### config.mk
export PLATFORM = sky130hd
export DESIGN_NAME = text_redundancy_packetizer_unit_flat
export DESIGN_NICKNAME = d
export VERILOG_FILES = /design/src/hdl/trp_pkg.sv /design/src/hdl/trp_if.sv /design/src/hdl/trp_datapath.sv /design/src/hdl/trp_controller.sv /design/src/hdl/text_redundancy_packetizer_unit.sv /design/src/flat_wrapper.sv
export SDC_FILE = /design/constraint.sdc
export NUM_CORES = 1
export LEC_CHECK = 0
export BUFFER_PORTS_ARGS = -buffer_cell sky130_fd_sc_hd__buf_2
export CAP_MARGIN = 10
export CELL_PAD_IN_SITES_DETAIL_PLACEMENT = 0
export CELL_PAD_IN_SITES_GLOBAL_PLACEMENT = 1
export CORE_MARGIN = 8
export CORE_UTILIZATION = 58
export DETAILED_ROUTE_END_ITERATION = 10
export PLACE_DENSITY_LB_ADDON = 0.08
export SYNTH_ARGS = -nofsm -noshare
export SYNTH_HDL_FRONTEND = slang
export SYNTH_SLANG_ARGS = --single-unit
### constraint.sdc
create_clock -name clk -period 9.35 [get_ports clk]
set_input_delay 1.4025 -clock clk [delete_from_list [all_inputs] [get_ports clk]]
set_output_delay 1.4025 -clock clk [all_outputs]
set_load 0.01 [all_outputs]
### src/hdl/trp_pkg.sv
// shared constants, codes and control types of the redundant text packetizer
package trp_pkg;

  localparam int MAX_CHUNK   = 16;
  localparam int OFFSET_MASK = 16383;
  localparam int SLOTS       = 4;
  localparam int STORE_DEPTH = SLOTS * MAX_CHUNK;

  localparam int BYTE_W   = 8;
  localparam int TIME_W   = 32;
  localparam int PT_W     = 7;
  localparam int OFF_W    = 14;
  localparam int HLEN_W   = 10;
  localparam int SLOT_W   = 2;
  localparam int FILL_W   = $clog2(MAX_CHUNK + 1);
  localparam int LEN_W    = FILL_W;
  localparam int STORE_AW = $clog2(STORE_DEPTH);
  // position counter covers the nine header bytes and one chunk
  localparam int IDX_W    = ($clog2(MAX_CHUNK) > 4) ? $clog2(MAX_CHUNK) : 4;
  localparam int HDR_LAST = 8;

  typedef logic op_t;
  localparam op_t OP_TEXT = 1'b0;
  localparam op_t OP_TICK = 1'b1;

  typedef logic [1:0] reg_index_t;
  localparam reg_index_t REG_REDUNDANCY_ON = 2'd0;
  localparam reg_index_t REG_RED_PT        = 2'd1;
  localparam reg_index_t REG_PRI_PT        = 2'd2;

  typedef enum logic [2:0] {
    ST_IDLE,
    ST_APPLY,
    ST_CHECK,
    ST_FETCH,
    ST_LOAD,
    ST_ERR
  } state_t;

  typedef enum logic [1:0] {
    SEG_HDR,
    SEG_R2,
    SEG_R1,
    SEG_P
  } seg_t;

  typedef struct packed {
    logic capture;
    logic store;
    logic rotate;
    logic zero_times;
    logic seq_start;
    logic fetch;
    logic load;
    logic load_err;
  } cmd_t;

  typedef struct packed {
    logic is_tick;
    logic chunk_open;
    logic chunk_end;
    logic overflow_now;
    logic all_empty;
    logic send_none;
    logic out_free;
    logic seq_done;
  } status_t;

endpackage

### src/hdl/trp_if.sv
// valid/ready channels: text input, packet output, register write
interface trp_in_if;
  import trp_pkg::*;
  logic              valid;
  logic              ready;
  op_t               opcode;
  logic [BYTE_W-1:0] text_byte;
  logic              chunk_end;
  logic [TIME_W-1:0] chunk_time;
  modport source(output valid, opcode, text_byte, chunk_end, chunk_time, input ready);
  modport sink(input valid, opcode, text_byte, chunk_end, chunk_time, output ready);
endinterface

interface trp_out_if;
  import trp_pkg::*;
  logic              valid;
  logic              ready;
  logic [BYTE_W-1:0] out_byte;
  logic              out_last;
  logic              out_status;
  modport source(output valid, out_byte, out_last, out_status, input ready);
  modport sink(input valid, out_byte, out_last, out_status, output ready);
endinterface

interface trp_cfg_if;
  import trp_pkg::*;
  logic            valid;
  logic            ready;
  reg_index_t      index;
  logic [PT_W-1:0] data;
  modport source(output valid, index, data, input ready);
  modport sink(input valid, index, data, output ready);
endinterface

### src/hdl/trp_datapath.sv
// text store, generation registers, packet sequencer and output register
module trp_datapath (
  input  logic                      clk,
  input  logic                      rst,
  input  trp_pkg::cmd_t             cmd,
  output trp_pkg::status_t          st,
  input  trp_pkg::op_t              in_opcode,
  input  logic [trp_pkg::BYTE_W-1:0] in_text_byte,
  input  logic                      in_chunk_end,
  input  logic [trp_pkg::TIME_W-1:0] in_chunk_time,
  trp_out_if.source                 out_ch,
  trp_cfg_if.sink                   cfg
);
  import trp_pkg::*;

  // configuration
  logic            redundancy_on;
  logic [PT_W-1:0] red_pt;
  logic [PT_W-1:0] pri_pt;

  // captured item
  op_t               item_op;
  logic [BYTE_W-1:0] item_byte;
  logic              item_end;
  logic [TIME_W-1:0] item_time;

  // chunk collection and generations (index 0 primary, 1 R1, 2 R2)
  logic [FILL_W-1:0] fill;
  logic              overflow;
  logic [SLOT_W-1:0] slot_base;
  logic [LEN_W-1:0]  gen_len  [3];
  logic [TIME_W-1:0] gen_time [3];
  logic [LEN_W-1:0]  new_len;

  logic [BYTE_W-1:0] text_store [STORE_DEPTH];
  logic [BYTE_W-1:0] rd_data;
  logic [STORE_AW-1:0] wr_addr;
  logic [STORE_AW-1:0] rd_addr;
  logic [SLOT_W-1:0] wr_slot;
  logic [SLOT_W-1:0] rd_slot;
  logic              wr_en;
  logic              fill_full;

  // packet sequencer
  seg_t             seg;
  logic [IDX_W-1:0] idx;
  seg_t             nseg;
  logic [IDX_W-1:0] nidx;
  logic             ndone;
  logic [LEN_W-1:0] seg_len;

  // header byte
  logic              hdr_r1;
  logic [LEN_W-1:0]  hdr_len;
  logic [TIME_W-1:0] hdr_time;
  logic [TIME_W-1:0] diff;
  logic [OFF_W-1:0]  off;
  logic [OFF_W+HLEN_W-1:0] word;
  logic [BYTE_W-1:0] hdr_byte;

  assign cfg.ready = 1'b1;

  always_ff @(posedge clk) begin
    if (rst) begin
      redundancy_on <= 1'b0;
      red_pt        <= '0;
      pri_pt        <= '0;
    end else if (cfg.valid) begin
      case (cfg.index)
        REG_REDUNDANCY_ON: redundancy_on <= cfg.data[0];
        REG_RED_PT:        red_pt        <= cfg.data;
        REG_PRI_PT:        pri_pt        <= cfg.data;
        default:           ;
      endcase
    end
  end

  always_ff @(posedge clk) begin
    if (cmd.capture) begin
      item_op   <= in_opcode;
      item_byte <= in_text_byte;
      item_end  <= in_chunk_end;
      item_time <= in_chunk_time;
    end
  end

  assign fill_full = (fill == FILL_W'(MAX_CHUNK));
  assign wr_en     = cmd.store && !fill_full;
  assign wr_slot   = slot_base + SLOT_W'(3);
  assign wr_addr   = STORE_AW'(int'(wr_slot) * MAX_CHUNK + int'(fill));

  always_comb begin
    case (seg)
      SEG_R2:  rd_slot = slot_base + SLOT_W'(2);
      SEG_R1:  rd_slot = slot_base + SLOT_W'(1);
      default: rd_slot = slot_base;
    endcase
  end
  assign rd_addr = STORE_AW'(int'(rd_slot) * MAX_CHUNK + int'(idx));

  always_ff @(posedge clk) begin
    if (wr_en) begin
      text_store[wr_addr] <= item_byte;
    end
    if (cmd.fetch) begin
      rd_data <= text_store[rd_addr];
    end
  end

  always_ff @(posedge clk) begin
    if (rst) begin
      fill     <= '0;
      overflow <= 1'b0;
    end else if (cmd.store) begin
      if (item_end) begin
        fill     <= '0;
        overflow <= 1'b0;
      end else if (!fill_full) begin
        fill <= fill + FILL_W'(1);
      end else begin
        overflow <= 1'b1;
      end
    end
  end

  assign new_len = (item_op == OP_TICK) ? '0 : LEN_W'(fill + FILL_W'(1));

  always_ff @(posedge clk) begin
    if (rst) begin
      slot_base <= '0;
      for (int g = 0; g < 3; g++) begin
        gen_len[g]  <= '0;
        gen_time[g] <= '0;
      end
    end else if (cmd.rotate) begin
      slot_base   <= slot_base - SLOT_W'(1);
      gen_len[2]  <= gen_len[1];
      gen_len[1]  <= gen_len[0];
      gen_len[0]  <= new_len;
      gen_time[2] <= gen_time[1];
      gen_time[1] <= gen_time[0];
      gen_time[0] <= item_time;
    end else if (cmd.zero_times) begin
      for (int g = 0; g < 3; g++) begin
        gen_time[g] <= '0;
      end
    end
  end

  // header: bytes 0..3 describe R2, 4..7 describe R1, byte 8 is the primary type
  assign hdr_r1   = (idx >= IDX_W'(4));
  assign hdr_len  = hdr_r1 ? gen_len[1] : gen_len[2];
  assign hdr_time = hdr_r1 ? gen_time[1] : gen_time[2];
  assign diff     = (gen_time[0] - hdr_time) & TIME_W'(OFFSET_MASK);
  assign off      = diff[OFF_W-1:0];
  assign word     = {off, HLEN_W'(hdr_len)};

  always_comb begin
    case (idx)
      IDX_W'(0), IDX_W'(4): hdr_byte = {1'b1, red_pt};
      IDX_W'(1), IDX_W'(5): hdr_byte = word[23:16];
      IDX_W'(2), IDX_W'(6): hdr_byte = word[15:8];
      IDX_W'(3), IDX_W'(7): hdr_byte = word[7:0];
      default:              hdr_byte = {1'b0, pri_pt};
    endcase
  end

  always_comb begin
    case (seg)
      SEG_R2:  seg_len = gen_len[2];
      SEG_R1:  seg_len = gen_len[1];
      default: seg_len = gen_len[0];
    endcase
  end

  // next position, skipping empty generations
  always_comb begin
    nseg  = seg;
    nidx  = idx + IDX_W'(1);
    ndone = 1'b0;
    case (seg)
      SEG_HDR: begin
        if (idx == IDX_W'(HDR_LAST)) begin
          nidx = '0;
          if (gen_len[2] != '0) nseg = SEG_R2;
          else if (gen_len[1] != '0) nseg = SEG_R1;
          else if (gen_len[0] != '0) nseg = SEG_P;
          else ndone = 1'b1;
        end
      end
      SEG_R2: begin
        if (int'(idx) + 1 >= int'(seg_len)) begin
          nidx = '0;
          if (gen_len[1] != '0) nseg = SEG_R1;
          else if (gen_len[0] != '0) nseg = SEG_P;
          else ndone = 1'b1;
        end
      end
      SEG_R1: begin
        if (int'(idx) + 1 >= int'(seg_len)) begin
          nidx = '0;
          if (gen_len[0] != '0) nseg = SEG_P;
          else ndone = 1'b1;
        end
      end
      default: begin
        if (int'(idx) + 1 >= int'(seg_len)) begin
          ndone = 1'b1;
        end
      end
    endcase
  end

  always_ff @(posedge clk) begin
    if (cmd.seq_start) begin
      seg <= redundancy_on ? SEG_HDR : SEG_P;
      idx <= '0;
    end else if (cmd.load) begin
      seg <= nseg;
      idx <= nidx;
    end
  end

  always_ff @(posedge clk) begin
    if (rst) begin
      out_ch.valid <= 1'b0;
    end else if (cmd.load || cmd.load_err) begin
      out_ch.valid <= 1'b1;
    end else if (out_ch.ready) begin
      out_ch.valid <= 1'b0;
    end
  end

  always_ff @(posedge clk) begin
    if (cmd.load) begin
      out_ch.out_byte   <= (seg == SEG_HDR) ? hdr_byte : rd_data;
      out_ch.out_last   <= ndone;
      out_ch.out_status <= 1'b0;
    end else if (cmd.load_err) begin
      out_ch.out_byte   <= '0;
      out_ch.out_last   <= 1'b1;
      out_ch.out_status <= 1'b1;
    end
  end

  assign st.is_tick      = (item_op == OP_TICK);
  assign st.chunk_open   = (fill != '0) || overflow;
  assign st.chunk_end    = item_end;
  assign st.overflow_now = overflow || fill_full;
  assign st.all_empty    = (gen_len[0] == '0) && (gen_len[1] == '0) && (gen_len[2] == '0);
  assign st.send_none    = !redundancy_on && (gen_len[0] == '0);
  assign st.out_free     = !out_ch.valid || out_ch.ready;
  assign st.seq_done     = ndone;

`ifndef NO_ASSERTIONS
  a_fill_bound: assert property (@(posedge clk) disable iff (rst)
    fill <= FILL_W'(MAX_CHUNK))
    else $error("chunk fill beyond limit");

  a_overflow_full: assert property (@(posedge clk) disable iff (rst)
    overflow |-> fill_full)
    else $error("overflow flag without a full chunk");

  a_idle_reset: assert property (@(posedge clk) disable iff (rst)
    cmd.zero_times |=> (gen_time[0] == '0) && (gen_time[1] == '0) && (gen_time[2] == '0)
                       && (gen_len[0] == '0) && (gen_len[1] == '0) && (gen_len[2] == '0))
    else $error("idle generations not cleared");
`endif

endmodule

### src/hdl/trp_controller.sv
// state machine that sequences item handling and packet output
module trp_controller (
  input  logic             clk,
  input  logic             rst,
  input  logic             in_valid,
  output logic             in_ready,
  input  trp_pkg::status_t st,
  output trp_pkg::cmd_t    cmd
);
  import trp_pkg::*;

  state_t state;
  state_t state_next;

  always_ff @(posedge clk) begin
    if (rst) begin
      state <= ST_IDLE;
    end else begin
      state <= state_next;
    end
  end

  always_comb begin
    state_next = state;
    case (state)
      ST_IDLE: begin
        if (in_valid) state_next = ST_APPLY;
      end
      ST_APPLY: begin
        if (st.is_tick) begin
          state_next = st.chunk_open ? ST_IDLE : ST_CHECK;
        end else if (!st.chunk_end) begin
          state_next = ST_IDLE;
        end else if (st.overflow_now) begin
          state_next = ST_ERR;
        end else begin
          state_next = ST_CHECK;
        end
      end
      ST_CHECK: begin
        state_next = (st.all_empty || st.send_none) ? ST_IDLE : ST_FETCH;
      end
      ST_FETCH: state_next = ST_LOAD;
      ST_LOAD: begin
        if (st.out_free) state_next = st.seq_done ? ST_IDLE : ST_FETCH;
      end
      ST_ERR: begin
        if (st.out_free) state_next = ST_IDLE;
      end
      default: state_next = ST_IDLE;
    endcase
  end

  always_comb begin
    cmd      = '0;
    in_ready = 1'b0;
    case (state)
      ST_IDLE: begin
        in_ready    = 1'b1;
        cmd.capture = in_valid;
      end
      ST_APPLY: begin
        cmd.store  = !st.is_tick;
        cmd.rotate = st.is_tick ? !st.chunk_open : (st.chunk_end && !st.overflow_now);
      end
      ST_CHECK: begin
        cmd.zero_times = st.all_empty;
        cmd.seq_start  = !st.all_empty && !st.send_none;
      end
      ST_FETCH: cmd.fetch    = 1'b1;
      ST_LOAD:  cmd.load     = st.out_free;
      ST_ERR:   cmd.load_err = st.out_free;
      default:  ;
    endcase
  end

endmodule

### src/hdl/text_redundancy_packetizer_unit.sv
// top level of the redundant real-time text packetizer
// an item is captured, then applied; a clean chunk end or tick outside a chunk adds CHECK
// each packet byte passes FETCH (text store read), then LOAD (output register load)
// closing item passes APPLY, CHECK and FETCH; LOAD sets the first byte valid; up to 57 bytes
// the output register lets the next item in while the last byte waits to be taken
// synchronous reset clears generations, chunk state, configuration registers and the output valid
module text_redundancy_packetizer_unit (
  input  logic      clk,
  input  logic      rst,
  trp_in_if.sink    in_ch,
  trp_out_if.source out_ch,
  trp_cfg_if.sink   cfg
);
  import trp_pkg::*;

  cmd_t    cmd;
  status_t st;
  logic    in_ready;

  assign in_ch.ready = in_ready;

  trp_controller u_ctrl (
    .clk      (clk),
    .rst      (rst),
    .in_valid (in_ch.valid),
    .in_ready (in_ready),
    .st       (st),
    .cmd      (cmd)
  );

  trp_datapath u_dp (
    .clk           (clk),
    .rst           (rst),
    .cmd           (cmd),
    .st            (st),
    .in_opcode     (in_ch.opcode),
    .in_text_byte  (in_ch.text_byte),
    .in_chunk_end  (in_ch.chunk_end),
    .in_chunk_time (in_ch.chunk_time),
    .out_ch        (out_ch),
    .cfg           (cfg)
  );

endmodule
### src/flat_wrapper.sv
// flat-port wrapper written by rule: the top's interface ports become plain ports
module text_redundancy_packetizer_unit_flat import trp_pkg::*;
  (clk, rst, in_ch_valid, in_ch_opcode, in_ch_text_byte, in_ch_chunk_end, in_ch_chunk_time, in_ch_ready, out_ch_valid, out_ch_out_byte, out_ch_out_last, out_ch_out_status, out_ch_ready, cfg_valid, cfg_index, cfg_data, cfg_ready);
  trp_in_if in_ch_i ();
  trp_out_if out_ch_i ();
  trp_cfg_if cfg_i ();
  input  logic clk;
  input  logic rst;
  input wire logic [$bits(in_ch_i.valid)-1:0] in_ch_valid;
  input wire logic [$bits(in_ch_i.opcode)-1:0] in_ch_opcode;
  input wire logic [$bits(in_ch_i.text_byte)-1:0] in_ch_text_byte;
  input wire logic [$bits(in_ch_i.chunk_end)-1:0] in_ch_chunk_end;
  input wire logic [$bits(in_ch_i.chunk_time)-1:0] in_ch_chunk_time;
  output wire logic [$bits(in_ch_i.ready)-1:0] in_ch_ready;
  output wire logic [$bits(out_ch_i.valid)-1:0] out_ch_valid;
  output wire logic [$bits(out_ch_i.out_byte)-1:0] out_ch_out_byte;
  output wire logic [$bits(out_ch_i.out_last)-1:0] out_ch_out_last;
  output wire logic [$bits(out_ch_i.out_status)-1:0] out_ch_out_status;
  input wire logic [$bits(out_ch_i.ready)-1:0] out_ch_ready;
  input wire logic [$bits(cfg_i.valid)-1:0] cfg_valid;
  input wire logic [$bits(cfg_i.index)-1:0] cfg_index;
  input wire logic [$bits(cfg_i.data)-1:0] cfg_data;
  output wire logic [$bits(cfg_i.ready)-1:0] cfg_ready;
  assign in_ch_i.valid = in_ch_valid;
  assign in_ch_i.opcode = in_ch_opcode;
  assign in_ch_i.text_byte = in_ch_text_byte;
  assign in_ch_i.chunk_end = in_ch_chunk_end;
  assign in_ch_i.chunk_time = in_ch_chunk_time;
  assign in_ch_ready = in_ch_i.ready;
  assign out_ch_valid = out_ch_i.valid;
  assign out_ch_out_byte = out_ch_i.out_byte;
  assign out_ch_out_last = out_ch_i.out_last;
  assign out_ch_out_status = out_ch_i.out_status;
  assign out_ch_i.ready = out_ch_ready;
  assign cfg_i.valid = cfg_valid;
  assign cfg_i.index = cfg_index;
  assign cfg_i.data = cfg_data;
  assign cfg_ready = cfg_i.ready;
  text_redundancy_packetizer_unit u_core (.clk(clk), .rst(rst), .in_ch(in_ch_i), .out_ch(out_ch_i), .cfg(cfg_i));
endmodule
==> flow_summary.json, run 1 <==
{
  "clk_pin_slew_ns": 0.06,
  "syn-instance-count": 1442,
  "intPower_mw": 4.95,
  "p_switching_mw": 1.52,
  "finalSetupTns_ns": 0,
  "final_cells": 2151,
  "ctsHoldBuffers": 0,
  "numCtsBuffers": 61,
  "diodes": 0,
  "via_count": 13200,
  "post_cts_buffers": 0,
  "cts_resized": 0,
  "syn_nets": 1529,
  "yosysTopAreaCell": "edfxtp_1",
  "outcome": "complete, no violations",
  "switching_share_pct": 23.5,
  "place_inst": 2039,
  "crit_top_cell": "nor2_1",
  "die_h_um": 229,
  "wl_per_cell_um": 25.9,
  "port_buffers": 49,
  "synth_fa_ha_area_share_pct": 1.50,
  "synth_area_mm2": 0.0264,
  "antenna_left": 0,
  "cts_tree": "built",
  "root_buffer": "clkbuf_16",
  "grt_pass1_wl_mm": 85.1,
  "start_util_pct": 58.4,
  "pwr-share-comb_pct": 12.5,
  "antenna_found_initial": 0,
  "chipWidth_um": 229,
  "ys_seq_area_share_pct": 72.0,
  "hold_violations": 0,
  "dieArea_mm2": 0.0526,
  "drtIter0Drc": 1115,
  "grtUsageTotal_pct": 21.2,
  "hp-class": "flip-flop to flip-flop",
  "drive_gt1_share_pct": 21.2,
  "start_kind": "flip-flop",
  "synth_top_area_share_pct": 69.6,
  "slew_violations": 0,
  "routed_wl_mm": 55.7,
  "seqPwrFrac_pct": 51.3,
  "drcViolationCount": 0,
  "synth_compound_area_share_pct": 3.31,
  "h-tree-depth": 2,
  "maxCapViolCount": 0,
  "slowest_delay_ns": 0.97,
  "period_share_pct": 43.7,
  "worstMarginPinSlew_ns": 0.963,
  "area_growth_pct": 10.2,
  "ys_ff_latch": 644,
  "avgSynthCellArea_um2": 18.3,
  "peakVddDrop_mv": 0.168,
  "grt_start_max_net_pins": 90,
  "nets": 1589,
  "fin_worst_skew_ns": 0.0197,
  "utilization_pct": 64.4,
  "design.core.area_mm2": 0.0452,
  "synth-edff-count": 612,
  "clk_latency_ns": 0.61,
  "overflow": 0,
  "synth_common_cells": "612 x edfxtp_1, 156 x mux4_2, 119 x nor2_1, 55 x and2_1, 53 x nand2_1",
  "worstPathMaxFanout": 13,
  "grt_pass1_vias": 13700,
  "synth_mux_area_share_pct": 15.0,
  "drtPass1Iterations": 6,
  "yosysWarnings": 0,
  "dpl.hpwl_mm": 34.0,
  "max-slew-margin-rel_pct": 35.6,
  "worstPathArrival_ns": 4.31,
  "powerDensity_mw_per_mm2": 222,
  "setup_viol": 0,
  "cp-end-kind": "flip-flop",
  "rsz0062_at_grt": "false",
  "clock.fmax_ghz": 0.245,
  "cp_data_required_time_ns": 9.57,
  "fin_crit_ns": 4.09,
  "synthXorXnorAreaFrac_pct": 0.531,
  "synth.distinct_cells": 68,
  "synthArstFlopShare_pct": 0,
  "ys.flop_type": "edfxtp_1",
  "synth_area_leaders": "edfxtp_1 70%, mux4_2 13%, dfxtp_1 2.4%, nor2_1 1.7%, ha_1 1.4%",
  "avgViaCountPerCell": 6.14,
  "crit_slowest_cell": "nor2_1",
  "clockBufferDepth": 3,
  "worstPathCellList": "or3b_1 -> nor2_1 -> nand2_1 -> nor2_1 -> nand3_1 -> nor2_1",
  "path_class": "flip-flop to flip-flop",
  "io_pins": 69,
  "power_mw": 6.47,
  "synth_top_family_by_area": "multiplexers",
  "pwr-share-clk_pct": 36.3,
  "yosysMostFrequentCell": "edfxtp_1",
  "hold_ws_ns": 0.484,
  "p_leak_nw": 9.42,
  "place.gp.congestion": 0.885,
  "clock_sinks": 644,
  "rows": 78,
  "synth_simple_gate_area_share_pct": 6.05
}
## cell type report
type,count,area [um2]
Fill cell,3040,16100
Sequential cell,644,19000
Multi-Input combinational cell,705,6970
Timing Repair Buffer,70,415
Tap cell,600,751
Clock buffer,79,1590
Clock inverter,33,278
Inverter,20,75.1
## kinds of logic (layout without fill, tap and decap cells)
family,after synthesis,in the layout
adders and majority gates,31,31
muxes,199,199
xor gates and xnor gates,16,16
DFF,644,644
and+or+nand+nor,325,325
other,1,1
buffers and inverters,93,202
AOI/OAI and AO/OA,133,133
## through the flow
| step | worst slack (ns) | instance area (um2) |
|---|---|---|
| detailed placement | 5.38 | 27200 |
| finish | 5.26 | 29100 |
| floorplan | 5.61 | 26400 |
| global route | 5.12 | 29100 |
| CTS | 5.33 | 29100 |
| global placement | 5.42 | 27200 |
## registers in the layout, summed over array words and instances (netlist names)
name / flops
u_core.u_ctrl.state: 3
u_core.u_dp.fill: 5
u_core.u_dp.gen_len: 15
u_core.u_dp.gen_time: 42
u_core.u_dp.idx: 4
u_core.u_dp.item_byte: 8
u_core.u_dp.item_end: 1
u_core.u_dp.item_op: 1
u_core.u_dp.item_time: 14
u_core.u_dp.out_ch.out_byte: 8
u_core.u_dp.out_ch.out_last: 1
u_core.u_dp.out_ch.out_status: 1
u_core.u_dp.out_ch.valid: 1
u_core.u_dp.overflow: 1
u_core.u_dp.pri_pt: 7
u_core.u_dp.rd_data: 8
u_core.u_dp.red_pt: 7
u_core.u_dp.redundancy_on: 1
u_core.u_dp.seg: 2
u_core.u_dp.slot_base: 2
u_core.u_dp.text_store: 512
## worst paths after layout
| kind | slack [ns] | to | start | cells after the start |
|---|---|---|---|---|
| setup / recovery | 5.26 | u_core.u_dp.text_store[27][1] | u_core.u_ctrl.state[0] | 6 |
| setup reg to reg | 5.26 | u_core.u_dp.text_store[27][1] | u_core.u_ctrl.state[0] | 6 |
| hold / removal | 0.48 | u_core.u_dp.out_ch.out_status | u_core.u_dp.out_ch.out_status | 2 |
| hold reg to reg | 0.48 | u_core.u_dp.out_ch.out_status | u_core.u_dp.out_ch.out_status | 2 |
## power by group through the flow
| stage | sequential [mW] | combinational (mW) | clock [mW] |
|---|---|---|---|
| finish | 3.32 | 0.806 | 2.35 |
| global route | 3.33 | 0.867 | 2.49 |
| CTS | 3.32 | 0.820 | 2.38 |
| detailed placement | 3.38 | 0.818 | 0 |
| global placement | 3.38 | 0.809 | 0 |
| floorplan | 3.36 | 0.607 | 0 |
## routing by layer
metal,vias to the layer above,routed length (um),track usage [%],part of all wire (%)
li1,5899,-,-,-
met1,6808,23200,28.5,42
met2,389,27600,35.0,50
met3,116,2860,3.25,5.1
met4,0,2030,8.05,3.6
met5,-,0,0,0
## placed cells by master (no fill, tap or decap), types with 15 or more instances in the layout
cell       synthesis  routed
edfxtp_1         612     612
mux4_2           156     156
nor2_1           119     119
clkbuf_16          0      61
and2_1            55      55
nand2_1           53      53
buf_2             26      49
mux2i_1           36      36
a21oi_1           34      34
ha_1              30      30
o21ai_0           29      28
dfxtp_1           32      28
buf_4              2      20
inv_1             19      19
nand3_1           19      19
clkbuf_1          33      18
nor3_1            17      17
clkinv_1           1      15
## critical path: cells and delay by family (launching register included)
kind | cells | cell delay, ns
flops | 1 | 0.42
simple gates | 6 | 3.27
(Power assumes the default switching activity.)
==> run 2: changes to the inputs <==
--- a/config.mk
+++ b/config.mk
@@ -10,7 +10,7 @@
 export CELL_PAD_IN_SITES_DETAIL_PLACEMENT = 0
 export CELL_PAD_IN_SITES_GLOBAL_PLACEMENT = 1
 export CORE_MARGIN = 8
-export CORE_UTILIZATION = 58
+export CORE_UTILIZATION = 49
 export DETAILED_ROUTE_END_ITERATION = 10
 export PLACE_DENSITY_LB_ADDON = 0.08
 export SYNTH_ARGS = -nofsm -noshare
==> constraint.sdc (replaced) <==
create_clock -name clk -period 3.4 [get_ports clk]
set_input_delay 0.51 -clock clk [delete_from_list [all_inputs] [get_ports clk]]
set_output_delay 0.51 -clock clk [all_outputs]
set_load 0.01 [all_outputs]
==> flow_summary.json, run 2 (synthesis gave the netlist of run 1 again) <==
{
  "outcome": "complete, no violations",
  "layout_common_cells": "612 x edfxtp_1, 156 x mux4_2, 119 x nor2_1",
  "max-slew-margin-rel_pct": 21.6,
  "largest_register": "u_core.u_dp.text_store",
  "fin_crit_ns": 3.08,
  "cp_data_required_time_ns": 3.73,
  "rows": 85,
  "routed_wl_mm": 59.5,
  "clockBufferDepth": 3,
  "numCtsBuffers": 69,
  "slowest_delay_ns": 0.41,
  "start_kind": "flip-flop",
  "final_cells": 2364,
  "reg2reg_from": "u_core.u_dp.idx[3]",
  "drtIter0Drc": 1003,
  "wl_per_cell_um": 25.2,
  "root_buffer": "clkbuf_16",
  "diodes": 0,
  "final_common_cell": "edfxtp_1",
  "io_pins": 69,
  "hp-class": "primary input to flip-flop",
  "dieArea_mm2": 0.0616,
  "largestRegisters": "u_core.u_dp.text_store: 512 flops, u_core.u_dp.gen_time: 42 flops, u_core.u_dp.gen_len: 15 flops",
  "drive_gt1_share_pct": 27.0,
  "cts_tree": "built",
  "clock_sinks": 644,
  "clk_pin_slew_ns": 0.06,
  "r2r_setup_slack_ns": 0.32,
  "hold_ws_ns": 0.0913,
  "grt_start_max_net_pins": 65,
  "reg2reg_depth": 11,
  "finalSetupTns_ns": 0,
  "p_leak_nw": 10.2,
  "worstPathMaxFanout": 14,
  "dpl.hpwl_mm": 38.7,
  "die_h_um": 248,
  "maxCapViolCount": 0,
  "ctsHoldBuffers": 0,
  "crit_slowest_cell": "a311oi_1",
  "grtUsageTotal_pct": 19.8,
  "place.gp.congestion": 0.806,
  "worstMarginPinSlew_ns": 1.18,
  "crit_family": "compound AO/OA/AOI/OAI gates",
  "area_growth_pct": 15.9,
  "crit_buf_inv": 1,
  "peakVddDrop_mv": 0.348,
  "path_class": "flip-flop to flip-flop",
  "cp.depth": 11,
  "cp-end-kind": "flip-flop",
  "startpoint": "u_core.u_dp.idx[3]",
  "worstPathCellList": "nor2_2 -> buf_4 -> mux2i_1 -> ha_1 -> nor2b_1 -> o21a_1 -> o21ai_0 -> a21oi_1 -> a311oi_1 -> o21ai_0 -> a41o_1",
  "drtPass1Iterations": 5,
  "holdPathStages": 1,
  "via_count": 13700,
  "r2r_end": "u_core.u_dp.out_ch.out_byte[6]",
  "h-tree-depth": 3,
  "crit_top_cell": "o21ai_0",
  "setup_viol": 0,
  "hold_violations": 0,
  "place_inst": 2238,
  "antenna_found_initial": 0,
  "grt_pass1_wl_mm": 89.8,
  "port_buffers": 49,
  "post_cts_buffers": 0,
  "clk_latency_ns": 0.59,
  "period_share_pct": 90.7,
  "grt_pass1_vias": 14200,
  "nets": 1700,
  "clock.fmax_ghz": 0.324,
  "rsz0062_at_grt": "false",
  "antenna_left": 0,
  "drcViolationCount": 0,
  "worstPathArrival_ns": 3.42,
  "fin_worst_skew_ns": 0.0175,
  "cp-endpoint": "u_core.u_dp.out_ch.out_byte[6]",
  "powerDensity_mw_per_mm2": 630,
  "overflow": 0,
  "avgViaCountPerCell": 5.78,
  "chipWidth_um": 248,
  "largest_reg_flops": 512,
  "slew_violations": 0,
  "start_util_pct": 49.3,
  "design.core.area_mm2": 0.0536,
  "cts_resized": 0
}
-- run 2: power breakdown --
group / switching (mW) / internal (mW) / total [mW]
Sequential: 0.120 / 8.94 / 9.06
Clock: 2.99 / 4.69 / 7.68
Combinational: 1.36 / 1.19 / 2.55
-- run 2: worst min-delay path by stage --
stage / slack (ns) / startpoint / endpoint
2_1_floorplan: 0.45 / u_core.u_dp.pri_pt[4] / u_core.u_dp.pri_pt[4]
3_3_place_gp: 0.47 / u_core.u_dp.pri_pt[2] / u_core.u_dp.pri_pt[2]
3_5_place_dp: 0.48 / u_core.u_dp.pri_pt[2] / u_core.u_dp.pri_pt[2]
4_1_cts: 0.05 / in_ch_chunk_end / u_core.u_dp.item_end
5_1_grt: 0.07 / in_ch_opcode / u_core.u_dp.item_op
6_report: 0.09 / in_ch_chunk_end / u_core.u_dp.item_end
-- run 2: cell type report --
cell class	instances	area [um2]
Sequential cell	644	19000
Fill cell	4126	23000
Clock inverter	36	439
Tap cell	696	871
Multi-Input combinational cell	705	6970
Timing Repair Buffer	173	1340
Clock buffer	90	1890
Inverter	20	75.1
-- run 2: per-stage QoR --
step / cell area (um2) / utilization, % / power (mW) / worst slack (ns)
after floorplan: 26400 / - / 10.9 / 0.172
after global placement: 28300 / 52.8 / 11.8 / 0.284
after detailed placement: 28300 / 52.8 / 11.8 / 0.309
after CTS: 30600 / 57.1 / 19.5 / 0.285
after global routing: 30600 / 57.1 / 20.0 / 0.0539
final: 30600 / 57.1 / 19.3 / 0.315
-- run 2: per-layer routing --
metal	global-route usage, %	share of wire [%]
met5	0	0
met4	6.34	2.2
met3	3.12	5.1
met1	26.5	42
met2	33.3	50
-- run 2: worst register-to-register path: cells and delay by family, from the launching register on --
kind	cells	cell delay, ns
AOI/OAI and AO/OA	6	1.38
adders and majority gates	1	0.28
buffers and inverters	1	0.31
DFF	1	0.32
muxes	1	0.23
and+or+nand+nor	2	0.32
